===== src/rtl/pptr_pkg.sv =====
// ----------------------------------------------------------------------------
// pptr_pkg: shared types and constants of the phased PID temperature regulator
// Phase codes, register map, configuration and loop state bundles.
// ----------------------------------------------------------------------------
`default_nettype none

package pptr_pkg;

	localparam int unsigned ADDR_W  = 5;
	localparam int unsigned DATA_W  = 32;
	localparam int unsigned FRAME_W = 20;
	localparam int unsigned TEMP_W  = 8;
	localparam int unsigned GAIN_W  = 8;
	localparam int unsigned DRIVE_W = 10;
	localparam int unsigned ERR_W   = 9;
	localparam int unsigned SUM_W   = 24;

	// Phase boundaries on the frame number
	localparam logic [FRAME_W-1:0] FRAME_IDLE_LAST    = 20'd10;
	localparam logic [FRAME_W-1:0] FRAME_SETTLE_FIRST = 20'd60;
	localparam logic [FRAME_W-1:0] FRAME_CAPTURE      = 20'd199;
	localparam logic [FRAME_W-1:0] FRAME_REG_FIRST    = 20'd200;

	// Register reset values
	localparam logic [GAIN_W-1:0]  GAIN_P_RST       = 8'd70;
	localparam logic [GAIN_W-1:0]  GAIN_I_RST       = 8'd1;
	localparam logic [GAIN_W-1:0]  GAIN_D_RST       = 8'd150;
	localparam logic [DRIVE_W-1:0] DRIVE_MAX_RST    = 10'd600;
	localparam logic [DRIVE_W-1:0] DRIVE_MIN_RST    = 10'd300;
	localparam logic [DRIVE_W-1:0] DRIVE_OFFSET_RST = 10'd395;

	typedef enum logic [1:0] {
		PH_IDLE    = 2'd0,
		PH_PREHEAT = 2'd1,
		PH_SETTLE  = 2'd2,
		PH_REG     = 2'd3
	} phase_t;

	typedef enum logic [2:0] {
		REG_GAIN_P       = 3'd0,
		REG_GAIN_I       = 3'd1,
		REG_GAIN_D       = 3'd2,
		REG_DRIVE_MAX    = 3'd3,
		REG_DRIVE_MIN    = 3'd4,
		REG_DRIVE_OFFSET = 3'd5
	} reg_idx_t;

	typedef struct packed {
		logic [GAIN_W-1:0]  gain_p;
		logic [GAIN_W-1:0]  gain_i;
		logic [GAIN_W-1:0]  gain_d;
		logic [DRIVE_W-1:0] drive_max;
		logic [DRIVE_W-1:0] drive_min;
		logic [DRIVE_W-1:0] drive_offset;
	} cfg_t;

	typedef struct packed {
		logic [TEMP_W-1:0]  setpoint;
		logic [SUM_W-1:0]   error_sum;
		logic [ERR_W-1:0]   previous_error;
		logic [DRIVE_W-1:0] drive;
	} loop_state_t;

endpackage

`default_nettype wire


===== src/rtl/phased_pid_temperature_regulator_unit.sv =====
// ----------------------------------------------------------------------------
// phased_pid_temperature_regulator_unit: phased PID Peltier drive regulator
// Idle, preheat, settle and regulate phases selected by the frame number;
// positional PID with saturating integrator and clamped 10-bit drive.
// ----------------------------------------------------------------------------
//
//  channel  | handshake                    | payload
//  ---------+------------------------------+-----------------------------------
//  item     | item_valid / item_ready      | frame_index[19:0], temperature[7:0]
//  result   | result_valid / result_ready  | drive_value[9:0], drive_write, phase
//  config   | psel/penable/pwrite, pready  | paddr[4:0], pwdata, prdata
//
//  Requests enter one per cycle while item_ready is high; each request is
//  staged in the input register and then moved into the result register.
//  The PID math runs combinationally between those two registers, and
//  the loop state updates at the same edge that loads the result register.
//  A stalled result register holds its request and the input register; both
//  drain as soon as result_ready returns. No clearing pass after reset.
//  Reset brings registers to their defaults and the loop state to zero.
// ----------------------------------------------------------------------------
`default_nettype none

module phased_pid_temperature_regulator_unit (
	input  wire logic                         clk,
	input  wire logic                         arst_n,
	// item request
	input  wire logic                         item_valid,
	output logic                              item_ready,
	input  wire logic [pptr_pkg::FRAME_W-1:0] frame_index,
	input  wire logic signed [pptr_pkg::TEMP_W-1:0] temperature,
	// result request
	output logic                              result_valid,
	input  wire logic                         result_ready,
	output logic      [pptr_pkg::DRIVE_W-1:0] drive_value,
	output logic                              drive_write,
	output logic      [1:0]                   phase,
	// configuration
	input  wire logic                         psel,
	input  wire logic                         penable,
	input  wire logic                         pwrite,
	input  wire logic [pptr_pkg::ADDR_W-1:0]  paddr,
	input  wire logic [pptr_pkg::DATA_W-1:0]  pwdata,
	output logic      [pptr_pkg::DATA_W-1:0]  prdata,
	output logic                              pready
);
	import pptr_pkg::*;

	cfg_t                 cfg;
	loop_state_t          state_q;
	loop_state_t          state_nxt;

	// input register
	logic                 valid_s1;
	logic [FRAME_W-1:0]   frame_s1;
	logic [TEMP_W-1:0]    temp_s1;

	// result register
	logic                 result_valid_q;
	logic [DRIVE_W-1:0]   drive_value_q;
	logic                 drive_write_q;
	phase_t               phase_q;

	logic [DRIVE_W-1:0]   step_drive;
	logic                 step_write;
	phase_t               step_phase;
	logic                 advance;

	pptr_regs u_regs (
		.clk     (clk),
		.arst_n  (arst_n),
		.psel    (psel),
		.penable (penable),
		.pwrite  (pwrite),
		.paddr   (paddr),
		.pwdata  (pwdata),
		.prdata  (prdata),
		.pready  (pready),
		.cfg     (cfg)
	);

	pptr_step u_step (
		.cfg         (cfg),
		.cur         (state_q),
		.frame_index (frame_s1),
		.temperature (temp_s1),
		.nxt         (state_nxt),
		.drive_value (step_drive),
		.drive_write (step_write),
		.phase       (step_phase)
	);

	// Move the staged request into the result register when that slot is free
	// or is being emptied this cycle.
	assign advance    = valid_s1 && (!result_valid_q || result_ready);
	assign item_ready = !valid_s1 || advance;

	always_ff @(posedge clk or negedge arst_n) begin
		if (!arst_n) begin
			valid_s1 <= 1'b0;
		end else if (item_ready) begin
			valid_s1 <= item_valid;
		end
	end

	// Capture the payload on acceptance; hold it otherwise
	always_ff @(posedge clk) begin
		if (item_valid && item_ready) begin
			frame_s1 <= frame_index;
			temp_s1  <= temperature;
		end
	end

	always_ff @(posedge clk or negedge arst_n) begin
		if (!arst_n) begin
			result_valid_q <= 1'b0;
		end else if (advance) begin
			result_valid_q <= 1'b1;
		end else if (result_ready) begin
			result_valid_q <= 1'b0;
		end
	end

	always_ff @(posedge clk) begin
		if (advance) begin
			drive_value_q <= step_drive;
			drive_write_q <= step_write;
			phase_q       <= step_phase;
		end
	end

	// Loop state commits only with the request it belongs to
	always_ff @(posedge clk or negedge arst_n) begin
		if (!arst_n) begin
			state_q <= '0;
		end else if (advance) begin
			state_q <= state_nxt;
		end
	end

	assign result_valid = result_valid_q;
	assign drive_value  = drive_value_q;
	assign drive_write  = drive_write_q;
	assign phase        = phase_q;

`ifndef SYNTH
	a_write_in_regulate: assert property (@(posedge clk) disable iff (!arst_n)
		result_valid |-> (drive_write == (phase_q == PH_REG)))
		else $error("drive_write disagrees with the regulate phase");

	a_drive_in_limits: assert property (@(posedge clk) disable iff (!arst_n)
		(result_valid && drive_write && (cfg.drive_min <= cfg.drive_max))
		|-> ((drive_value >= cfg.drive_min) && (drive_value <= cfg.drive_max)))
		else $error("regulated drive outside its clamp limits");

	a_accept_stages: assert property (@(posedge clk) disable iff (!arst_n)
		(item_valid && item_ready) |=> valid_s1)
		else $error("accepted request did not reach the input register");

	a_ready_when_empty: assert property (@(posedge clk) disable iff (!arst_n)
		!valid_s1 |-> item_ready)
		else $error("input register empty but item_ready low");
`endif

endmodule

`default_nettype wire


===== src/rtl/pptr_regs.sv =====
// ----------------------------------------------------------------------------
// pptr_regs: APB configuration registers
// Gains, drive limits and drive offset, written in the access phase, read back on prdata.
// ----------------------------------------------------------------------------
`default_nettype none

module pptr_regs (
	input  wire logic                       clk,
	input  wire logic                       arst_n,
	input  wire logic                       psel,
	input  wire logic                       penable,
	input  wire logic                       pwrite,
	input  wire logic [pptr_pkg::ADDR_W-1:0] paddr,
	input  wire logic [pptr_pkg::DATA_W-1:0] pwdata,
	output logic      [pptr_pkg::DATA_W-1:0] prdata,
	output logic                            pready,
	output pptr_pkg::cfg_t                  cfg
);
	import pptr_pkg::*;

	cfg_t     cfg_q;
	reg_idx_t idx;
	logic     wr_en;

	assign idx    = reg_idx_t'(paddr[ADDR_W-1:2]);
	assign wr_en  = psel && penable && pwrite;
	assign pready = 1'b1;
	assign cfg    = cfg_q;

	always_ff @(posedge clk or negedge arst_n) begin
		if (!arst_n) begin
			cfg_q.gain_p       <= GAIN_P_RST;
			cfg_q.gain_i       <= GAIN_I_RST;
			cfg_q.gain_d       <= GAIN_D_RST;
			cfg_q.drive_max    <= DRIVE_MAX_RST;
			cfg_q.drive_min    <= DRIVE_MIN_RST;
			cfg_q.drive_offset <= DRIVE_OFFSET_RST;
		end else if (wr_en) begin
			case (idx)
				REG_GAIN_P:       cfg_q.gain_p       <= pwdata[GAIN_W-1:0];
				REG_GAIN_I:       cfg_q.gain_i       <= pwdata[GAIN_W-1:0];
				REG_GAIN_D:       cfg_q.gain_d       <= pwdata[GAIN_W-1:0];
				REG_DRIVE_MAX:    cfg_q.drive_max    <= pwdata[DRIVE_W-1:0];
				REG_DRIVE_MIN:    cfg_q.drive_min    <= pwdata[DRIVE_W-1:0];
				REG_DRIVE_OFFSET: cfg_q.drive_offset <= pwdata[DRIVE_W-1:0];
				default: ;
			endcase
		end
	end

	always_comb begin
		case (idx)
			REG_GAIN_P:       prdata = DATA_W'(cfg_q.gain_p);
			REG_GAIN_I:       prdata = DATA_W'(cfg_q.gain_i);
			REG_GAIN_D:       prdata = DATA_W'(cfg_q.gain_d);
			REG_DRIVE_MAX:    prdata = DATA_W'(cfg_q.drive_max);
			REG_DRIVE_MIN:    prdata = DATA_W'(cfg_q.drive_min);
			REG_DRIVE_OFFSET: prdata = DATA_W'(cfg_q.drive_offset);
			default:          prdata = '0;
		endcase
	end

endmodule

`default_nettype wire


===== src/rtl/pptr_step.sv =====
// ----------------------------------------------------------------------------
// pptr_step: one frame of the phased regulator
// Decodes the phase and forms the next loop state and the drive code.
// ----------------------------------------------------------------------------
`default_nettype none

module pptr_step (
	input  wire pptr_pkg::cfg_t               cfg,
	input  wire pptr_pkg::loop_state_t        cur,
	input  wire logic [pptr_pkg::FRAME_W-1:0] frame_index,
	input  wire logic [pptr_pkg::TEMP_W-1:0]  temperature,
	output pptr_pkg::loop_state_t             nxt,
	output logic      [pptr_pkg::DRIVE_W-1:0] drive_value,
	output logic                              drive_write,
	output pptr_pkg::phase_t                  phase
);
	import pptr_pkg::*;

	logic signed [ERR_W-1:0]   err;
	logic signed [ERR_W:0]     diff;
	logic signed [SUM_W:0]     sum_raw;
	logic signed [SUM_W-1:0]   sum_sat;
	logic signed [17:0]        prod_p;
	logic signed [32:0]        prod_i;
	logic signed [18:0]        prod_d;
	logic signed [33:0]        u_raw;
	logic signed [33:0]        u_clip;
	logic signed [33:0]        lim_max;
	logic signed [33:0]        lim_min;

	always_comb begin
		err     = $signed({cur.setpoint[TEMP_W-1], cur.setpoint})
			- $signed({temperature[TEMP_W-1], temperature});
		diff    = $signed({err[ERR_W-1], err})
			- $signed({cur.previous_error[ERR_W-1], cur.previous_error});
		sum_raw = $signed({cur.error_sum[SUM_W-1], cur.error_sum})
			+ $signed((SUM_W+1)'(err));

		// Saturate the integrator when the extra sign bit disagrees
		if (sum_raw[SUM_W] != sum_raw[SUM_W-1])
			sum_sat = sum_raw[SUM_W] ? {1'b1, {(SUM_W-1){1'b0}}} : {1'b0, {(SUM_W-1){1'b1}}};
		else
			sum_sat = sum_raw[SUM_W-1:0];

		prod_p = $signed({1'b0, cfg.gain_p}) * err;
		prod_i = $signed({1'b0, cfg.gain_i}) * sum_sat;
		prod_d = $signed({1'b0, cfg.gain_d}) * diff;

		u_raw = $signed({24'd0, cfg.drive_offset}) + 34'(prod_p) + 34'(prod_i) + 34'(prod_d);

		lim_max = $signed({24'd0, cfg.drive_max});
		lim_min = $signed({24'd0, cfg.drive_min});
		u_clip  = u_raw;
		if (u_clip > lim_max)
			u_clip = lim_max;
		if (u_clip < lim_min)
			u_clip = lim_min;

		nxt         = cur;
		drive_write = 1'b0;
		if (frame_index <= FRAME_IDLE_LAST) begin
			phase = PH_IDLE;
		end else if (frame_index < FRAME_SETTLE_FIRST) begin
			phase     = PH_PREHEAT;
			nxt.drive = cfg.drive_max;
		end else if (frame_index < FRAME_REG_FIRST) begin
			phase     = PH_SETTLE;
			nxt.drive = cfg.drive_offset;
			if (frame_index == FRAME_CAPTURE)
				nxt.setpoint = temperature;
		end else begin
			phase              = PH_REG;
			drive_write        = 1'b1;
			nxt.error_sum      = sum_sat;
			nxt.previous_error = err;
			nxt.drive          = u_clip[DRIVE_W-1:0];
		end
		drive_value = nxt.drive;
	end

endmodule

`default_nettype wire

===== config.mk =====
export PLATFORM = sky130hd
export DESIGN_NAME = phased_pid_temperature_regulator_unit
export DESIGN_NICKNAME = d
export VERILOG_FILES = /design/src/rtl/pptr_pkg.sv /design/src/rtl/phased_pid_temperature_regulator_unit.sv /design/src/rtl/pptr_regs.sv /design/src/rtl/pptr_step.sv
export SDC_FILE = /design/constraint.sdc
export NUM_CORES = 1
export LEC_CHECK = 0
export ABC_AREA = 1
export BUFFER_PORTS_ARGS = -buffer_cell sky130_fd_sc_hd__clkbuf_2
export CAP_MARGIN = 20
export CORE_UTILIZATION = 45
export DETAILED_ROUTE_END_ITERATION = 10
export PLACE_DENSITY_LB_ADDON = 0.12
export REMOVE_ABC_BUFFERS = 1
export SLEW_MARGIN = 30
export SYNTH_ARGS = -nofsm -noshare
export SYNTH_HDL_FRONTEND = slang
export SYNTH_HIERARCHICAL = 1
export SYNTH_SLANG_ARGS = --single-unit

===== constraint.sdc =====
create_clock -name clk -period 15.3 [get_ports clk]
set_input_delay 1.53 -clock clk [delete_from_list [all_inputs] [get_ports clk]]
set_output_delay 1.53 -clock clk [all_outputs]
set_load 0.01 [all_outputs]

==> results of run 1 <==
==> per-stage QoR <==
stage	cell area [um^2]	std cells	setup WS, ns	hold slack [ns]
after floorplan	25600	3202	2.03	0.442
after global placement	27100	4066	0.628	0.455
after detailed placement	27100	4068	0.553	0.462
after CTS	27700	4100	0.445	0.480
after global routing	27800	4100	0.0726	0.508
final	27800	4100	1.10	0.479
==> critical path: cells and delay by family, from the launching register on <==
kind / cells / cell delay [ns]
adder cells (fa/ha/maj): 14 / 6.12
AND/OR/NAND/NOR: 37 / 4.63
AO/OA/AOI/OAI: 13 / 1.83
buffers and inverters: 8 / 0.68
XOR/XNOR: 2 / 0.43
flip-flops: 1 / 0.41
==> repair_timing <==
| item | in CTS | in global routing |
|---|---|---|
| resized for setup | 0 | 13 |
| hold endpoints to repair | 0 | 0 |
| setup endpoints to repair | 0 | 20 |
| hold buffers | 0 | 0 |
| setup buffers | 0 | 0 |
==> worst min-delay path by stage <==
stage                           start          end  cells after the start
after detailed placement  state_q[12]  state_q[12]                      2
after floorplan           state_q[11]  state_q[11]                      2
final                     state_q[12]  state_q[12]                      2
after CTS                 state_q[12]  state_q[12]                      2
after global routing       state_q[5]   state_q[5]                      2
after global placement    state_q[11]  state_q[11]                      2
==> cell usage after synthesis, types with 3 or more instances <==
cell type | n | area share, %
sky130_fd_sc_hd__nand3b_1 | 7 | 0.20
sky130_fd_sc_hd__nand4_1 | 34 | 0.81
sky130_fd_sc_hd__edfxtp_1 | 41 | 4.7
sky130_fd_sc_hd__o21ai_2 | 21 | 0.70
sky130_fd_sc_hd__clkbuf_1 | 43 | 0.62
sky130_fd_sc_hd__and2_1 | 4 | 0.095
sky130_fd_sc_hd__nor3_2 | 4 | 0.15
sky130_fd_sc_hd__buf_2 | 19 | 0.36
sky130_fd_sc_hd__o21ai_0 | 102 | 1.9
sky130_fd_sc_hd__nor2_2 | 5 | 0.12
sky130_fd_sc_hd__inv_2 | 29 | 0.42
sky130_fd_sc_hd__buf_6 | 8 | 0.34
sky130_fd_sc_hd__a211oi_1 | 3 | 0.086
sky130_fd_sc_hd__xnor2_1 | 9 | 0.30
sky130_fd_sc_hd__buf_4 | 42 | 1.2
sky130_fd_sc_hd__fa_1 | 387 | 30
sky130_fd_sc_hd__a21oi_2 | 15 | 0.50
sky130_fd_sc_hd__nand2_4 | 25 | 1.1
sky130_fd_sc_hd__o211ai_1 | 4 | 0.11
sky130_fd_sc_hd__xor2_1 | 19 | 0.64
sky130_fd_sc_hd__inv_1 | 744 | 11
sky130_fd_sc_hd__nor2_4 | 5 | 0.21
sky130_fd_sc_hd__nand2_1 | 762 | 11
sky130_fd_sc_hd__nand2_2 | 23 | 0.55
sky130_fd_sc_hd__dfstp_2 | 21 | 2.1
sky130_fd_sc_hd__a21oi_1 | 79 | 1.5
sky130_fd_sc_hd__dfrtp_1 | 86 | 8.2
sky130_fd_sc_hd__nand3_2 | 25 | 0.95
sky130_fd_sc_hd__nand3_1 | 122 | 2.3
sky130_fd_sc_hd__or2_2 | 20 | 0.48
sky130_fd_sc_hd__or4_1 | 3 | 0.086
sky130_fd_sc_hd__nor3_1 | 12 | 0.23
sky130_fd_sc_hd__o21ai_1 | 28 | 0.53
sky130_fd_sc_hd__nor2_1 | 250 | 3.6
sky130_fd_sc_hd__o21bai_1 | 4 | 0.11
sky130_fd_sc_hd__ha_1 | 269 | 13
==> per-layer routing <==
layer  part of all wire, %  global-route usage [%]  vias up
met5                     0                       0        -
met1                    47                    37.9    10200
met3                   6.0                    4.13       60
li1                      -                       -     9931
met2                    45                    39.2      532
met4                   1.6                    6.07        0
==> cell usage in the layout (no fill, tap or decap), types with 4 or more instances in the layout <==
cell                        instances
sky130_fd_sc_hd__a21oi_1           78
sky130_fd_sc_hd__a21oi_2           16
sky130_fd_sc_hd__and2_1             4
sky130_fd_sc_hd__buf_4             27
sky130_fd_sc_hd__clkbuf_16         17
sky130_fd_sc_hd__clkbuf_2          71
sky130_fd_sc_hd__clkinv_8           5
sky130_fd_sc_hd__conb_1            23
sky130_fd_sc_hd__dfrtp_1           85
sky130_fd_sc_hd__dfstp_2           21
sky130_fd_sc_hd__edfxtp_1          41
sky130_fd_sc_hd__fa_1             387
sky130_fd_sc_hd__ha_1             269
sky130_fd_sc_hd__inv_1            740
sky130_fd_sc_hd__inv_2             32
sky130_fd_sc_hd__nand2_1          760
sky130_fd_sc_hd__nand2_2           24
sky130_fd_sc_hd__nand2_4           25
sky130_fd_sc_hd__nand3_1          122
sky130_fd_sc_hd__nand3_2           25
sky130_fd_sc_hd__nand3b_1           7
sky130_fd_sc_hd__nand4_1           34
sky130_fd_sc_hd__nor2_1           250
sky130_fd_sc_hd__nor2_2             5
sky130_fd_sc_hd__nor2_4             5
sky130_fd_sc_hd__nor3_1            12
sky130_fd_sc_hd__nor3_2             4
sky130_fd_sc_hd__o211ai_1           4
sky130_fd_sc_hd__o21ai_0          102
sky130_fd_sc_hd__o21ai_1           27
sky130_fd_sc_hd__o21ai_2           22
sky130_fd_sc_hd__o21bai_1           4
sky130_fd_sc_hd__or2_2             20
sky130_fd_sc_hd__xnor2_1            9
sky130_fd_sc_hd__xor2_1            18
==> sequential cells by signal, indices dropped and copies added (netlist names) <==
register	count
phase	2
frame_s1	20
drive_write	1
u_regs/cfg	54
state_q	51
drive_value	10
valid_s1	1
temp_s1	8
result_valid	1
==> cell type report <==
class / count / area (um^2) / share of cell area (%)
repair buffers: 101 / 592 / 2.13
multi-input cells: 2278 / 18800 / 67.5
well taps: 765 / 957 / 3.44
flip-flops and latches: 148 / 3940 / 14.2
clock buffers: 17 / 425 / 1.53
inverters: 776 / 2920 / 10.5
clock inverters: 15 / 195 / 0.702
==> kinds of logic after synthesis <==
logic type | synth area share, %
fa+ha+maj | 42.4
flops | 15.0
simple gates | 22.0
buf+inv | 13.8
xor+xnor | 0.936
other cells | 0.0287
compound gates | 5.84
==> impl_results.md, run 1 <==
- Result of the run: finished, violations left
- Failing checks: DRC
- Violation count after the first detailed-route iteration: 1357
- Maximum cell stage delay along the critical path: 0.61 ns
- Normalized max-slew margin: 37.8%
- Count of vias placed by the detailed router: 20700
- Register bit total from synthesis: 148
- Number of I/O port buffers: 72
- Logic depth of the worst register-to-register path: 74
- DRC viols: 1
- Count of flip-flops with a built-in enable after synthesis: 41
- Final Util: 48.3%
- Overall Global Routing Usage: 25.7%
- Distinct cell type count after synthesis: 52
- Warnings, synthesis: 6
- Die area: 0.0592 mm^2
- Filler cell count: 5682
- Max-slew violation total from the final report: 0
- Gpl congestion: 0.886
- Die Wd: 243 um
- Critical path start-end classification: reg -> reg
- Proportion of register bits with asynchronous set or reset after synthesis: 72.3%
- Highest clock frequency the design can meet: 70.4 MHz
- Total gr overflow: 0
- Worst-margin pin slew: 0.928 ns
- Number of vias per cell: 5.06
- Worst Path Required: 15.72 ns
- Largest clock skew in the final design: 0.0270 ns
- Synth-to-layout area growth: 6.07%
- Boundary Pins: 120
- Diode insertion count for antenna repair: 0
- Insertion delay of the later-clocked pin in the worst-skew pair: 0.49 ns
- Gate count of the mapped netlist: 3296
- Antenna violations before repair: 0
- Total wire length: 71900 um
- Worst reg2reg endpoint: state_q[2]
- Antenna-violating nets left: 0
- Final Critical Period: 14.20 ns
- Max_cap viols: 0
- RSZ-0062 raised after global routing: false
- Clock buffers created by TritonCTS: 17
- Type of element launching the critical path: flop
- Core Rows: 88
- Final #Nets: 4050
- Crit path max-delay cell type: sky130_fd_sc_hd__fa_1
- Type of destination of the critical path: flop
- CTS sink count: 148
- Mean Syn Cell Area: 7.95 um^2
- Final worst-path cycle share: 92.8%
- Pre-antenna DRT Iters: 9
- Routed len/inst: 17.5 um
- Hold Violations, Final: 0
- Data arrival time of the critical path: 14.62 ns
- Most used DFF post-synth: sky130_fd_sc_hd__dfrtp_1
- Core ar.: 0.0576 mm^2
- Starting Density: 45.5%
- Destination of the critical timing path: state_q[2]
- Type of the most critical hold path: reg -> reg
- Setup slack of the most critical reg-to-reg path: 1.10 ns
- Detailed Place HPWL: 61100 um
- TritonCTS clock tree: done
- Die boundary height: 243 um
- Launch point of the worst path: state_q[45]
- Cell area after technology mapping: 0.0262 mm^2
- Share of synthesized area occupied by flip-flops and latches: 15.0%
- Buffer depth of the longest clock path: 2
- Cell mode on critical path: sky130_fd_sc_hd__nand2_1
- Setup Viol. Count Final: 0
- Clk Tree Root Cell: sky130_fd_sc_hd__clkbuf_16
- Clock transition at the registers of the reported paths: 0.08 ns
- # H-tree levels: 4
- Largest net degree at the start of global routing: 60
- Layout cell share with drive strength beyond 1: 10.2%
- Sum of negative setup slack: 0 ns
- Vias in the first global route: 21400
- CP max FO: 19
- Wire length of the first global-routing pass: 118000 um
- Startpoint of the worst register-to-register path: state_q[45]
Power of run 1 is left out: the tool's default activity adds up to more than one toggle a clock period on the data nets, which glitch-free logic cannot reach.
==> inputs of run 2 (changes only) <==
==> constraint.sdc (replaced) <==
create_clock -name clk -period 14.5 [get_ports clk]
set_input_delay 1.45 -clock clk [delete_from_list [all_inputs] [get_ports clk]]
set_output_delay 1.45 -clock clk [all_outputs]
set_load 0.01 [all_outputs]
==> impl_results.md, run 2 (synthesis gave the netlist of run 1 again) <==
- Result of the run: finished, violations left
- Failing checks: DRC
- Type of element launching the critical path: flop
- Max-slew violation total from the final report: 0 (unchanged)
- Gpl congestion: 0.922 (+4.0%)
- Routed len/inst: 17.6 um (+0.43%)
- Type of destination of the critical path: flop
- Worst-margin pin slew: 0.934 ns (+0.00666 ns)
- Worst Path Required: 14.90 ns (-0.82 ns)
- Largest clock skew in the final design: 0.0131 ns (-0.0139 ns)
- DRC viols: 1 (unchanged)
- Pre-antenna DRT Iters: 9 (unchanged)
- Final Critical Period: 13.73 ns (-0.461 ns)
- Layout cell share with drive strength beyond 1: 11.9% (+1.7 points)
- Buffer depth of the longest clock path: 2 (unchanged)
- Die area: 0.0592 mm^2 (unchanged)
- Die Wd: 243 um (unchanged)
- Logic depth of the worst register-to-register path: 81 (+9.5%)
- Violation count after the first detailed-route iteration: 1526 (+12%)
- Worst reg2reg endpoint: state_q[9]
- Most common cell after layout, fill and taps aside: sky130_fd_sc_hd__nand2_1
- Top flop regs: u_regs/cfg: 54 flops, state_q: 51 flops, frame_s1: 20 flops
- Clk Tree Root Cell: sky130_fd_sc_hd__clkbuf_16
- Detailed Place HPWL: 61700 um (+0.99%)
- Wire length of the first global-routing pass: 119000 um (+1.4%)
- Max_cap viols: 0 (unchanged)
- Synth-to-layout area growth: 7.69%
- Cell mode on critical path: sky130_fd_sc_hd__nand2_1
- Final #Nets: 4091 (+1.0%)
- Clock transition at the registers of the reported paths: 0.07 ns (about the same)
- Highest clock frequency the design can meet: 72.8 MHz (+3.4%)
- CTS sink count: 148 (unchanged)
- TritonCTS clock tree: done
- Hold Violations, Final: 0 (unchanged)
- Total gr overflow: 0 (unchanged)
- Setup Viol. Count Final: 0 (unchanged)
- Number of I/O port buffers: 72 (unchanged)
- Start point of the worst hold path: state_q[5]
- Data arrival time of the critical path: 14.13 ns (-0.49 ns)
- Diode insertion count for antenna repair: 0 (unchanged)
- # H-tree levels: 4 (unchanged)
- Normalized max-slew margin: 37.7% (-0.062 points)
- Overall Global Routing Usage: 25.8% (+0.086 points)
- CP max FO: 7 (-12)
- Filler cell count: 5669 (-0.23%)
- Largest net degree at the start of global routing: 59 (-1.7%)
- Post-placement cell area: 0.0273 mm^2 (+0.80%)
- Insertion delay of the later-clocked pin in the worst-skew pair: 0.46 ns (-0.03 ns)
- Crit path max-delay cell type: sky130_fd_sc_hd__fa_2
- Starting Density: 45.5% (unchanged)
- Boundary Pins: 120 (unchanged)
- Hold Crit Depth: 2 (unchanged)
- Total wire length: 72900 um (+1.4%)
- Clock buffers created by TritonCTS: 17 (unchanged)
- Type of the most critical hold path: reg -> reg
- Number of vias per cell: 5.12 (+1.3%)
- Maximum cell stage delay along the critical path: 0.60 ns (about the same)
- Post-CTS Hold Buffers: 0 (unchanged)
- Total non-filler cell area in the finished layout: 0.0282 mm^2 (+1.5%)
- Final worst-path cycle share: 94.7% (+1.9 points)
- Startpoint of the worst register-to-register path: state_q[45]
- Largest register FFs: 54 (unchanged)
- Hold worst-path end: state_q[5]
- Sequential standard cell area: 0.00394 mm^2 (unchanged)
- Core Rows: 88 (unchanged)
- Vias in the first global route: 21800 (+2.1%)
- Total area of multi-input combinational cells: 0.0189 mm^2 (+0.72%)
- Most frequent cells in the layout: sky130_fd_sc_hd__nand2_1, sky130_fd_sc_hd__inv_1, sky130_fd_sc_hd__fa_1
- Antenna violations before repair: 0 (unchanged)
- Critical path start-end classification: reg -> reg
- Die boundary height: 243 um (unchanged)
- Top reg by flops: u_regs/cfg
- Count of vias placed by the detailed router: 21200 (+2.3%)
- Setup slack of the most critical reg-to-reg path: 0.77 ns (-0.34 ns)
- Antenna-violating nets left: 0 (unchanged)
- Core ar.: 0.0576 mm^2 (unchanged)
[run 2: timing repair]
action | 4_1_cts | 5_1_grt
gates resized for setup | 0 | 43
buffers inserted | 0 | 9
endpoints found under the setup margin | 0 | 20
[run 2: critical path: cells and delay by family, from the launching register on]
kind                     cells  cell delay [ns]
AO/OA/AOI/OAI               14             1.73
XOR/XNOR                     1             0.17
adder cells (fa/ha/maj)     14             5.85
buffers and inverters       13             1.25
flip-flops                   1             0.43
AND/OR/NAND/NOR             39             4.19
[run 2: worst max path at each step]
stage | start | end
after detailed placement | temp_s1[0] | state_q[2]
after floorplan | state_q[43] | drive_value[0]
after global placement | temp_s1[0] | state_q[2]
after CTS | temp_s1[0] | state_q[2]
after global routing | state_q[45] | state_q[9]
final | state_q[45] | state_q[9]
[run 2: per-layer routing]
metal | up-vias | global-route usage (%) | wire length (um)
met5 | - | 0 | 0
met4 | 0 | 5.75 | 1420
met3 | 73 | 4.45 | 4630
met2 | 608 | 38.8 | 32100
met1 | 10500 | 38.4 | 34800
li1 | 10000 | - | -
[run 2: area by class of cell]
class,count,area share [%]
Multi-Input combinational cell,2279,67.0
Clock buffer,17,1.51
Tap cell,765,3.39
Inverter,776,10.3
Timing Repair Buffer,141,3.15
Clock inverter,15,0.665
Sequential cell,148,13.9
[run 2: through the flow]
stage	util, %	TNS (ns)	instances	worst slack, ns	hold WS [ns]
floorplan	-	0	3202	1.23	0.442
global placement	47.5	0	4098	0.583	0.454
detailed placement	47.5	0	4098	0.431	0.463
CTS	48.6	0	4130	0.352	0.479
global route	49.0	-0.0951	4141	-0.0588	0.510
finish	49.0	0	4141	0.766	0.481
Power of run 2 is left out for the same reason.
